===== config.mk =====
export PLATFORM = sky130hd
export DESIGN_NAME = hsv_nearest_palette_classifier_top
export DESIGN_NICKNAME = d
export VERILOG_FILES = /design/src/hdl/hsvnp_pkg.sv /design/src/hdl/hsv_nearest_palette_classifier_top.sv /design/src/hdl/hsvnp_front.sv /design/src/hdl/hsvnp_divider.sv /design/src/hdl/hsvnp_matcher.sv
export SDC_FILE = /design/constraint.sdc
export NUM_CORES = 1
export LEC_CHECK = 0
export ABC_AREA = 1
export BUFFER_PORTS_ARGS = -buffer_cell sky130_fd_sc_hd__buf_4
export CAP_MARGIN = 20
export CORE_AREA = 2 2 298 300
export DETAILED_ROUTE_END_ITERATION = 16
export DIE_AREA = 0 0 300 302
export PLACE_DENSITY = 0.63
export REMOVE_ABC_BUFFERS = 1
export SLEW_MARGIN = 40
export SYNTH_ARGS = -nofsm -noshare
export SYNTH_HDL_FRONTEND = slang
export SYNTH_SLANG_ARGS = --single-unit

===== constraint.sdc =====
create_clock -name clock -period 26.4 [get_ports clock]
set_clock_uncertainty 0.15 [all_clocks]
set_input_delay 3.96 -clock clock [delete_from_list [all_inputs] [get_ports clock]]
set_output_delay 3.96 -clock clock [all_outputs]
set_load 0.1 [all_outputs]

===== src/hdl/hsvnp_pkg.sv =====
// Shared types, constants and helper functions of the HSV palette classifier.
package hsvnp_pkg;

   localparam int CH_W           = 8;
   localparam int COL_W          = 12;
   localparam int WIDTH_W        = 13;
   localparam int IDX_W          = 3;
   localparam int DIST_W         = 10;
   localparam int PAL_SIZE       = 8;
   localparam int REM_W          = 16;
   localparam int QUO_W          = 8;
   localparam int BITS_PER_STAGE = 2;
   localparam int DIV_STAGES     = QUO_W / BITS_PER_STAGE;
   localparam int MATCH_STAGES   = 3;
   localparam int PIPE_STAGES    = 1 + DIV_STAGES + MATCH_STAGES;

   localparam logic [CH_W-1:0]    WHITE_LEVEL   = 8'd250;
   localparam logic [CH_W-1:0]    HUE_STEP      = 8'd43;
   localparam logic [CH_W-1:0]    HUE_OFF_RED   = 8'd0;
   localparam logic [CH_W-1:0]    HUE_OFF_GREEN = 8'd85;
   localparam logic [CH_W-1:0]    HUE_OFF_BLUE  = 8'd171;
   localparam logic [WIDTH_W-1:0] WIDTH_RESET   = 13'd4096;
   localparam logic [DIST_W-1:0]  DIST_MAX      = 10'd765;

   localparam logic [IDX_W-1:0] IDX_WHITE_LEFT  = 3'd1;
   localparam logic [IDX_W-1:0] IDX_WHITE_RIGHT = 3'd2;

   // Palette in HSV, precomputed with the same integer conversion as the pixels.
   localparam logic [CH_W-1:0] PAL_H [PAL_SIZE] =
      '{8'd0, 8'd201, 8'd116, 8'd144, 8'd29, 8'd40, 8'd144, 8'd2};
   localparam logic [CH_W-1:0] PAL_S [PAL_SIZE] =
      '{8'd0, 8'd255, 8'd255, 8'd160, 8'd255, 8'd184, 8'd255, 8'd237};
   localparam logic [CH_W-1:0] PAL_V [PAL_SIZE] =
      '{8'd0, 8'd211, 8'd158, 8'd233, 8'd230, 8'd240, 8'd178, 8'd229};

   typedef enum logic [1:0] {
      HUE_RED,
      HUE_GREEN,
      HUE_BLUE
   } hue_sel_type;

   typedef struct packed {
      logic [CH_W-1:0] mx;
      logic [CH_W-1:0] span;
      hue_sel_type     sel;
      logic            neg;
      logic [CH_W-1:0] mag;
      logic            white;
      logic            left;
   } front_type;

   typedef struct packed {
      logic [REM_W-1:0] rem;
      logic [QUO_W-1:0] quo;
   } div_type;

   typedef struct packed {
      div_type         s;
      div_type         h;
      logic [CH_W-1:0] mx;
      logic [CH_W-1:0] span;
      hue_sel_type     sel;
      logic            neg;
      logic            white;
      logic            left;
   } div_stage_type;

   typedef struct packed {
      logic [CH_W-1:0] h;
      logic [CH_W-1:0] s;
      logic [CH_W-1:0] v;
   } hsv_type;

   // One restoring long-division step for quotient bit pos.
   function automatic div_type div_bit(div_type x, logic [CH_W-1:0] d, logic [2:0] pos);
      logic [REM_W-1:0] trial;
      div_type          y;
      trial = REM_W'(d) << pos;
      y     = x;
      if (x.rem >= trial) begin
         y.rem      = x.rem - trial;
         y.quo[pos] = 1'b1;
      end
      return y;
   endfunction

   function automatic logic [CH_W-1:0] absdiff(logic [CH_W-1:0] a, logic [CH_W-1:0] b);
      return (a > b) ? (a - b) : (b - a);
   endfunction

endpackage


===== src/hdl/hsv_nearest_palette_classifier_top.sv =====
// Top level of the HSV nearest-palette pixel classifier.
//
//  port group   dir   handshake             payload
//  req_*        in    req_valid/req_stall   red, green, blue (8b), column (12b)
//  rsp_*        out   rsp_valid/rsp_stall   palette_index (3b), best_distance (10b)
//  csr_*        in    csr_write_enable      csr_write_data = image_width (13b)
//
//  One item per cycle sustained while rsp_stall stays low; eight register stages.
//  The two restoring dividers (saturation and hue) resolve two quotient bits per
//  stage over four stages; front, HSV, distance and select stages complete the
//  pipeline.
//  Reset is synchronous and clears the stage valid bits and sets image_width to 4096.
//  A stall on rsp_stall only backs up full stages: bubbles collapse, so input is
//  still taken while a finished item waits at the output and any stage is empty.
module hsv_nearest_palette_classifier_top
   import hsvnp_pkg::*;
(
   input  logic               clock,
   input  logic               reset,

   input  logic               req_valid,
   output logic               req_stall,
   input  logic [CH_W-1:0]    req_red,
   input  logic [CH_W-1:0]    req_green,
   input  logic [CH_W-1:0]    req_blue,
   input  logic [COL_W-1:0]   req_column,

   output logic               rsp_valid,
   input  logic               rsp_stall,
   output logic [IDX_W-1:0]   rsp_palette_index,
   output logic [DIST_W-1:0]  rsp_best_distance,

   input  logic               csr_write_enable,
   input  logic [WIDTH_W-1:0] csr_write_data
);

   logic [WIDTH_W-1:0]     width_ff;
   logic [PIPE_STAGES-1:0] v_ff;
   logic [PIPE_STAGES-1:0] v_in;
   logic [PIPE_STAGES-1:0] load;
   logic [PIPE_STAGES-1:0] v_prev;
   front_type              front_q;
   div_stage_type          div_q;

   // Width register; half of it (truncated) splits near-white pixels.
   always_ff @(posedge clock) begin
      if (reset) begin
         width_ff <= WIDTH_RESET;
      end else if (csr_write_enable) begin
         width_ff <= csr_write_data;
      end
   end

   // Advance a stage when it is empty or its successor advances.
   always_comb begin
      load[PIPE_STAGES-1] = !v_ff[PIPE_STAGES-1] || !rsp_stall;
      for (int k = PIPE_STAGES - 2; k >= 0; k--) begin
         load[k] = !v_ff[k] || load[k+1];
      end
      v_prev = {v_ff[PIPE_STAGES-2:0], req_valid};
      for (int k = 0; k < PIPE_STAGES; k++) begin
         v_in[k] = load[k] ? v_prev[k] : v_ff[k];
      end
   end

   always_ff @(posedge clock) begin
      if (reset) begin
         v_ff <= '0;
      end else begin
         v_ff <= v_in;
      end
   end

   assign req_stall = !load[0];
   assign rsp_valid = v_ff[PIPE_STAGES-1];

   hsvnp_front u_front (
      .clock      (clock),
      .en         (load[0]),
      .red        (req_red),
      .green      (req_green),
      .blue       (req_blue),
      .column     (req_column),
      .half_width (width_ff[WIDTH_W-1:1]),
      .front_q    (front_q)
   );

   hsvnp_divider u_divider (
      .clock   (clock),
      .en      (load[DIV_STAGES:1]),
      .front_q (front_q),
      .div_q   (div_q)
   );

   hsvnp_matcher u_matcher (
      .clock         (clock),
      .en            (load[PIPE_STAGES-1:DIV_STAGES+1]),
      .div_q         (div_q),
      .palette_index (rsp_palette_index),
      .best_distance (rsp_best_distance)
   );

`ifndef SYNTHESIS
   a_accept_lands: assert property (@(posedge clock) disable iff (reset)
      (req_valid && !req_stall) |=> v_ff[0])
      else $error("accepted item did not reach the front stage");

   a_full_backs_up: assert property (@(posedge clock) disable iff (reset)
      ((&v_ff) && rsp_stall) |-> req_stall)
      else $error("input taken while every stage is full and output stalled");

   a_empty_out_takes: assert property (@(posedge clock) disable iff (reset)
      !v_ff[PIPE_STAGES-1] |-> !req_stall)
      else $error("input stalled although the output stage is empty");

   a_dist_range: assert property (@(posedge clock) disable iff (reset)
      rsp_valid |-> (rsp_best_distance <= DIST_MAX))
      else $error("best distance out of range");
`endif

endmodule


===== src/hdl/hsvnp_front.sv =====
// Front stage: channel max/min, hue sector, white detect and column split.
module hsvnp_front
   import hsvnp_pkg::*;
(
   input  logic               clock,
   input  logic               en,
   input  logic [CH_W-1:0]    red,
   input  logic [CH_W-1:0]    green,
   input  logic [CH_W-1:0]    blue,
   input  logic [COL_W-1:0]   column,
   input  logic [COL_W-1:0]   half_width,
   output front_type          front_q
);

   logic [CH_W-1:0]   mx;
   logic [CH_W-1:0]   mn;
   logic signed [8:0] num;
   front_type         front_in;
   front_type         front_ff;

   always_comb begin
      mx = red;
      if (green > mx) mx = green;
      if (blue > mx) mx = blue;
      mn = red;
      if (green < mn) mn = green;
      if (blue < mn) mn = blue;

      front_in.mx   = mx;
      front_in.span = mx - mn;

      // red wins a tied maximum, then green
      priority if (mx == red) front_in.sel = HUE_RED;
      else if (mx == green)   front_in.sel = HUE_GREEN;
      else                    front_in.sel = HUE_BLUE;

      unique case (front_in.sel)
         HUE_RED:   num = $signed({1'b0, green}) - $signed({1'b0, blue});
         HUE_GREEN: num = $signed({1'b0, blue}) - $signed({1'b0, red});
         HUE_BLUE:  num = $signed({1'b0, red}) - $signed({1'b0, green});
         default:   num = '0;
      endcase

      front_in.neg   = num[8];
      front_in.mag   = num[8] ? CH_W'(-num) : CH_W'(num);
      front_in.white = (red > WHITE_LEVEL) && (green > WHITE_LEVEL) && (blue > WHITE_LEVEL);
      front_in.left  = column < half_width;
   end

   always_ff @(posedge clock) begin
      if (en) front_ff <= front_in;
   end

   assign front_q = front_ff;

endmodule


===== src/hdl/hsvnp_divider.sv =====
// Pipelined restoring dividers for saturation and hue, two quotient bits per stage.
module hsvnp_divider
   import hsvnp_pkg::*;
(
   input  logic                  clock,
   input  logic [DIV_STAGES-1:0] en,
   input  front_type             front_q,
   output div_stage_type         div_q
);

   div_stage_type src      [DIV_STAGES];
   div_stage_type stage_in [DIV_STAGES];
   div_stage_type stage_ff [DIV_STAGES];

   // Dividends: 255 * span for saturation, 43 * |num| for hue.
   // Later stages take the previous stage register.
   always_comb begin
      src[0].s.rem = {front_q.span, 8'b0} - REM_W'(front_q.span);
      src[0].s.quo = '0;
      src[0].h.rem = REM_W'(front_q.mag) * REM_W'(HUE_STEP);
      src[0].h.quo = '0;
      src[0].mx    = front_q.mx;
      src[0].span  = front_q.span;
      src[0].sel   = front_q.sel;
      src[0].neg   = front_q.neg;
      src[0].white = front_q.white;
      src[0].left  = front_q.left;
      for (int k = 1; k < DIV_STAGES; k++) begin
         src[k] = stage_ff[k-1];
      end
   end

   for (genvar k = 0; k < DIV_STAGES; k++) begin : g_stage
      always_comb begin
         stage_in[k] = src[k];
         for (int b = 0; b < BITS_PER_STAGE; b++) begin
            stage_in[k].s = div_bit(stage_in[k].s, src[k].mx,
                                    3'(QUO_W - 1 - BITS_PER_STAGE * k - b));
            stage_in[k].h = div_bit(stage_in[k].h, src[k].span,
                                    3'(QUO_W - 1 - BITS_PER_STAGE * k - b));
         end
      end

      always_ff @(posedge clock) begin
         if (en[k]) stage_ff[k] <= stage_in[k];
      end
   end

   assign div_q = stage_ff[DIV_STAGES-1];

endmodule


===== src/hdl/hsvnp_matcher.sv =====
// Back stages: finish HSV, palette distances, nearest-entry select with white bypass.
module hsvnp_matcher
   import hsvnp_pkg::*;
(
   input  logic                    clock,
   input  logic [MATCH_STAGES-1:0] en,
   input  div_stage_type           div_q,
   output logic [IDX_W-1:0]        palette_index,
   output logic [DIST_W-1:0]       best_distance
);

   logic [CH_W-1:0]   off;
   logic [CH_W-1:0]   hq;
   hsv_type           hsv_in;
   hsv_type           hsv_ff;
   logic              white_a_ff;
   logic              left_a_ff;

   logic [DIST_W-1:0] dist_in [PAL_SIZE];
   logic [DIST_W-1:0] dist_ff [PAL_SIZE];
   logic              white_b_ff;
   logic              left_b_ff;

   logic [IDX_W-1:0]  i1 [4];
   logic [DIST_W-1:0] d1 [4];
   logic [IDX_W-1:0]  i2 [2];
   logic [DIST_W-1:0] d2 [2];
   logic [IDX_W-1:0]  idx_in;
   logic [DIST_W-1:0] best_in;
   logic [IDX_W-1:0]  idx_ff;
   logic [DIST_W-1:0] best_ff;

   // Stage A: signed quotient plus sector offset, wrapped to eight bits.
   always_comb begin
      unique case (div_q.sel)
         HUE_RED:   off = HUE_OFF_RED;
         HUE_GREEN: off = HUE_OFF_GREEN;
         HUE_BLUE:  off = HUE_OFF_BLUE;
         default:   off = HUE_OFF_RED;
      endcase
      hq       = div_q.neg ? (CH_W'(0) - div_q.h.quo) : div_q.h.quo;
      hsv_in.v = div_q.mx;
      if (div_q.span == '0) begin
         // gray or black: no hue, no saturation
         hsv_in.h = '0;
         hsv_in.s = '0;
      end else begin
         hsv_in.h = off + hq;
         hsv_in.s = div_q.s.quo;
      end
   end

   always_ff @(posedge clock) begin
      if (en[0]) begin
         hsv_ff     <= hsv_in;
         white_a_ff <= div_q.white;
         left_a_ff  <= div_q.left;
      end
   end

   // Stage B: L1 distance to every palette entry.
   always_comb begin
      for (int p = 0; p < PAL_SIZE; p++) begin
         dist_in[p] = DIST_W'(absdiff(hsv_ff.h, PAL_H[p]))
                    + DIST_W'(absdiff(hsv_ff.s, PAL_S[p]))
                    + DIST_W'(absdiff(hsv_ff.v, PAL_V[p]));
      end
   end

   always_ff @(posedge clock) begin
      if (en[1]) begin
         dist_ff    <= dist_in;
         white_b_ff <= white_a_ff;
         left_b_ff  <= left_a_ff;
      end
   end

   // Stage C: minimum tree; the upper entry wins only when strictly nearer.
   always_comb begin
      for (int j = 0; j < 4; j++) begin
         if (dist_ff[2*j+1] < dist_ff[2*j]) begin
            i1[j] = IDX_W'(2*j+1);
            d1[j] = dist_ff[2*j+1];
         end else begin
            i1[j] = IDX_W'(2*j);
            d1[j] = dist_ff[2*j];
         end
      end
      for (int j = 0; j < 2; j++) begin
         if (d1[2*j+1] < d1[2*j]) begin
            i2[j] = i1[2*j+1];
            d2[j] = d1[2*j+1];
         end else begin
            i2[j] = i1[2*j];
            d2[j] = d1[2*j];
         end
      end
      if (white_b_ff) begin
         idx_in  = left_b_ff ? IDX_WHITE_LEFT : IDX_WHITE_RIGHT;
         best_in = '0;
      end else if (d2[1] < d2[0]) begin
         idx_in  = i2[1];
         best_in = d2[1];
      end else begin
         idx_in  = i2[0];
         best_in = d2[0];
      end
   end

   always_ff @(posedge clock) begin
      if (en[2]) begin
         idx_ff  <= idx_in;
         best_ff <= best_in;
      end
   end

   assign palette_index = idx_ff;
   assign best_distance = best_ff;

endmodule

==> results of run 1 <==
worst paths after layout:
path,slack (ps),end,depth (start not counted),from
worst max-delay path,15300,req_stall,17,rsp_stall
worst min-delay path,260,u_divider.stage_ff[3][49]$_DFFE_PP_,0,u_divider.stage_ff[2][49]$_DFFE_PP_
worst max register to register,18780,u_divider.stage_ff[0][44]$_DFFE_PP_,32,u_front.front_q[3]$_DFFE_PN_
worst min register to register,260,u_divider.stage_ff[3][49]$_DFFE_PP_,0,u_divider.stage_ff[2][49]$_DFFE_PP_
cell usage after synthesis, types with 6 or more instances:
master      n
o211ai_1   11
o21a_1      6
mux2i_1     8
inv_1     670
nand4_1    41
clkinv_1    9
dfxtp_1    20
nand2_4    10
nand2_2    30
o21ai_1    30
edfxtp_1  364
nand3_2    10
ha_1      467
nor2_1    300
nand3b_1   10
or2_2      14
buf_2       7
buf_6       7
nor4_1     26
a211oi_1   16
a21oi_1   336
inv_2      13
xnor2_1    88
and2_1      6
o21ai_0   356
o21bai_1   30
o31ai_1    15
nor3_1     41
clkbuf_1   54
fa_1       44
a21o_1     23
nand3_1   157
nand2_1   727
nor2_2      6
a31oi_1     8
xor2_1    211
layer usage:
layer  vias up  track usage [%]
met5         -                0
met4         0             8.38
met3       155             1.98
met2       549             31.2
met1     12600             22.0
li1      14300                -
registers in the layout, indices dropped and copies added (netlist names):
name and flops:
u_matcher.palette_index 3, u_matcher.left_b_ff 1, v_ff 8, u_matcher.white_b_ff 1
u_divider.stage_ff 217, width_ff 12, u_front.front_q 29, u_matcher.best_distance 10
u_matcher.left_a_ff 1, u_matcher.white_a_ff 1, u_matcher.hsv_ff 24, u_matcher.dist_ff 77
cell families (layout without fill, tap and decap cells):
group	count (synthesis)	after routing	synth area share, %
and+or+nand+nor	1400	1400	17.8
xor gates and xnor gates	301	301	7.64
muxes	9	9	0.263
adders and majority gates	511	511	19.4
AOI/OAI and AO/OA	866	866	13.7
buffers and inverters	767	853	8.56
DFF	384	384	32.7
final cells by class:
| class | count | area (µm²) |
|---|---|---|
| Sequential cell | 384 | 11300 |
| Multi-Input combinational cell | 3087 | 20400 |
| Fill cell | 8683 | 49600 |
| Clock inverter | 34 | 387 |
| Clock buffer | 51 | 1190 |
| Timing Repair Buffer | 74 | 568 |
| Inverter | 694 | 2610 |
| Tap cell | 1165 | 1460 |
stage by stage:
| step | cell area (µm²) | setup slack (ps) |
|---|---|---|
| after floorplan | 34300 | 9860 |
| after detailed placement | 36400 | 15200 |
| after global placement | 36400 | 14880 |
| final | 38000 | 15300 |
| after global routing | 38000 | 14900 |
| after CTS | 37900 | 15160 |
==> flow_summary.json, run 1 <==
{
  "outcome": "finished, final reports clean",
  "dieHeight_um": 302,
  "tightest_slew_ps": 858,
  "grt_pass1_vias": 26600,
  "clock_sinks": 384,
  "die_w_um": 300,
  "grt_max_degree": 66,
  "io_pins": 69,
  "hold_class": "register to register",
  "maxSlewHeadroom_pct": 42.5,
  "path_cells": "buf_4, nand2_1, nor2_1, inv_2, nor2_1, inv_2, nor2_1, inv_1, nor2_1, inv_2, nor2_1, inv_2, buf_4, nor2_1, inv_2, nor2_1, buf_4",
  "grt_pass1_wl_um": 132000,
  "grt_overflow": 0,
  "crit_required_ps": 22290,
  "synth_ff_type": "edfxtp_1",
  "fin_tns_setup_ps": 0,
  "critPathMaxFanout": 62,
  "max_freq_ghz": 0.0901,
  "cts_made_buffers": 46,
  "postLayoutCoreUtil_pct": 43.4,
  "grt_antenna_before_repair": 0,
  "htree_num_levels": 2,
  "drc_errors": 0,
  "first_pass_iters": 6,
  "cts_buffer_depth": 3,
  "nNetsFinal": 4852,
  "slowest_stage": "nand2_1",
  "min_period_ps": 11100,
  "diodes": 0,
  "period_share_pct": 42.1,
  "synth_edf_count": 364,
  "drive_gt1_share_pct": 6.36,
  "core_area_um2": 87600,
  "cp_top_family": "simple AND/OR/NAND/NOR gates",
  "cts_hold_buf": 0,
  "netlist_instances": 4238,
  "grt_util_all_layers_pct": 17.8,
  "clk_latency_ps": 600,
  "routedWlPerCell_um": 14.7,
  "via_per_inst": 5.03,
  "endpoint_kind": "primary output",
  "setup_violations": 0,
  "avgSynthCellArea_um2": 8.19,
  "synth.area.top_cells": "edfxtp_1 31%, ha_1 17%, nand2_1 7.9%, inv_1 7.2%, xor2_1 5.3%",
  "area_growth_pct": 9.43,
  "synth_cell_types": 71,
  "holdWs_ps": 262,
  "hpwlAfterDp_um": 66100,
  "arrival_ps": 6990,
  "cts_tree": "done",
  "layout_common_cells": "727 x nand2_1, 665 x inv_1, 467 x ha_1",
  "critical_path_class": "input pin to primary output",
  "async_flop_share_pct": 0,
  "cts-root-buf": "clkbuf_16",
  "start_kind": "input pin",
  "numPortBuffers": 67,
  "netlist.top_cell.by_area": "edfxtp_1",
  "drv_slew": 0,
  "synth_top_area_share_pct": 31.5,
  "dr.first_iter.drc_count": 1673,
  "final_cells": 5489,
  "dp_cells": 5403,
  "clkTransAtPathRegs_ps": 60,
  "hold_violations": 0,
  "drv_cap": 0,
  "dieArea_um2": 90600,
  "met2_length_um": 38400,
  "start_util_pct": 39.6,
  "drt-total-wl_um": 80700,
  "final_common_cell": "nand2_1",
  "yosysSeqAreaShare_pct": 32.7,
  "ys_seq_elements": 384,
  "wl_met3_um": 3300,
  "yosysWarnings": 0,
  "rsz0062_at_grt": "no",
  "ant_nets": 0,
  "gp_congestion": 0.957,
  "routed.top_layer": "met4",
  "crit_top_cell": "nor2_1",
  "crit_buf_inv": 9,
  "wl_met1_um": 35100,
  "synth_area_um2": 34700,
  "postCtsResizedCells": 0,
  "num_rows": 109,
  "post_cts_buffers": 0,
  "vias": 27600,
  "crit_path_max_incr_delay_ps": 390
}
Power of run 1 is left out: the tool's default activity adds up to more than one toggle a clock period on the data nets, which glitch-free logic cannot reach.
==> inputs of run 2 (changes only) <==
==> constraint.sdc (replaced) <==
create_clock -name clock -period 10.88 [get_ports clock]
set_clock_uncertainty 0.15 [all_clocks]
set_input_delay 1.632 -clock clock [delete_from_list [all_inputs] [get_ports clock]]
set_output_delay 1.632 -clock clock [all_outputs]
set_load 0.1 [all_outputs]
==> flow_summary.json, run 2 (synthesis results as in run 1) <==
{
  "outcome": "finished, final reports clean",
  "vias": 27600,
  "gp_congestion": 0.976,
  "arrival_ps": 5830,
  "multi_input_area_um2": 20400,
  "seqCellArea_um2": 11300,
  "dieHeight_um": 302,
  "critPathMaxFanout": 62,
  "final_common_cell": "nand2_1",
  "dieArea_um2": 90600,
  "start_kind": "input pin",
  "cts_hold_buf": 0,
  "r2r-start": "u_front.front_q[3]$_DFFE_PN_",
  "layout_common_cells": "727 x nand2_1, 665 x inv_1, 467 x ha_1",
  "dr.first_iter.drc_count": 1467,
  "area_growth_pct": 9.63,
  "grt_pass1_wl_um": 132000,
  "cts_buffer_depth": 3,
  "worst_r2r_path_depth": 32,
  "r2r_slack_ps": 3410,
  "setup_violations": 0,
  "hold_depth": 0,
  "tightest_slew_ps": 791,
  "first_pass_iters": 5,
  "grt_pass1_vias": 26100,
  "holdWs_ps": 244,
  "grt_antenna_before_repair": 1,
  "final_area_um2": 38000,
  "place_area_um2": 36400,
  "cts_made_buffers": 47,
  "die_w_um": 300,
  "drive_gt1_share_pct": 6.38,
  "hold_start": "u_divider.stage_ff[3][13]$_DFFE_PP_",
  "postCtsResizedCells": 0,
  "drv_slew": 0,
  "clkTransAtPathRegs_ps": 60,
  "post_cts_buffers": 0,
  "max_freq_ghz": 0.131,
  "grt_overflow": 0,
  "clock_sinks": 384,
  "start_util_pct": 39.6,
  "dp_slack_ps": 3110,
  "fillCellCount": 8626,
  "largest_reg_flops": 217,
  "diodes": 0,
  "nNetsFinal": 4852,
  "routedWlPerCell_um": 14.9,
  "worst_slack_ps": 3270,
  "drv_cap": 0,
  "period_share_pct": 70.0,
  "io_pins": 69,
  "min_to": "u_matcher.hsv_ff[0]$_DFFE_PP_",
  "min_period_ps": 7610,
  "cts-root-buf": "clkbuf_16",
  "ant_nets": 0,
  "num_rows": 109,
  "maxSlewHeadroom_pct": 47.3,
  "drc_errors": 0,
  "core_area_um2": 87600,
  "via_per_inst": 5.03,
  "grt_util_all_layers_pct": 18.0,
  "hold_class": "register to register",
  "crit_required_ps": 9100,
  "postLayoutCoreUtil_pct": 43.4,
  "endpoint_kind": "primary output",
  "grt_max_degree": 66,
  "hpwlAfterDp_um": 66700,
  "htree_num_levels": 2,
  "numPortBuffers": 67,
  "top_register": "u_divider.stage_ff",
  "timing.rr.end": "u_divider.stage_ff[0][44]$_DFFE_PP_",
  "critical_path_class": "input pin to primary output",
  "hold_violations": 0,
  "clk_latency_ps": 600,
  "cts_tree": "done",
  "drt-total-wl_um": 81800,
  "rsz0062_at_grt": "no"
}
## run 2: cell count changes in the layout (fill, tap and decap cells not counted), sizes merged
cell	before	now
inv	691	690
clkinv	23	28
clkbuf	51	55
clkinvlp	9	1
bufinv	5	7
buf	74	73
## run 2: critical path: stages
cell and delay (ps):
buf_4 110, nand2_1 490, nor2_1 110, inv_2 340, nor2_1 90, inv_2 450
nor2_1 80, inv_1 70, buf_4 410, nor2_1 100, inv_2 70, nor2_1 40
inv_2 40, buf_4 560, nor2_1 120, inv_2 80, buf_4 560, nor2_1 160
buf_4 280
## run 2: worst max path at each step
stage / startpoint / end / depth (start not counted)
after global routing: rsp_stall / req_stall / 19
after global placement: rsp_stall / req_stall / 19
final: rsp_stall / req_stall / 19
after CTS: rsp_stall / req_stall / 19
after detailed placement: req_green[6] / u_front.front_q[20]$_DFFE_PN_ / 31
after floorplan: rsp_stall / req_stall / 14
## run 2: per-layer routing
layer / GRT usage, % / wire length (µm) / vias up
li1: - / - / 14300
met1: 22.4 / 36200 / 12600
met2: 31.8 / 39400 / 523
met3: 1.87 / 2900 / 143
met4: 7.32 / 3320 / 0
met5: 0 / 0 / -
## run 2: area by class of cell
class	count	share of cell area [%]
clock inverter	32	1.10
timing repair buffer	73	1.44
sequential	384	29.8
inverter	694	6.86
clock buffer	55	3.28
tap	1165	3.83
multi-input combinational	3087	53.7
## run 2: stage by stage
step / cells / setup TNS, ps
floorplan: 4165 / -19390
global placement: 5403 / 0
detailed placement: 5403 / 0
CTS: 5490 / 0
global route: 5490 / 0
finish: 5490 / 0
Power of run 2 is left out for the same reason.
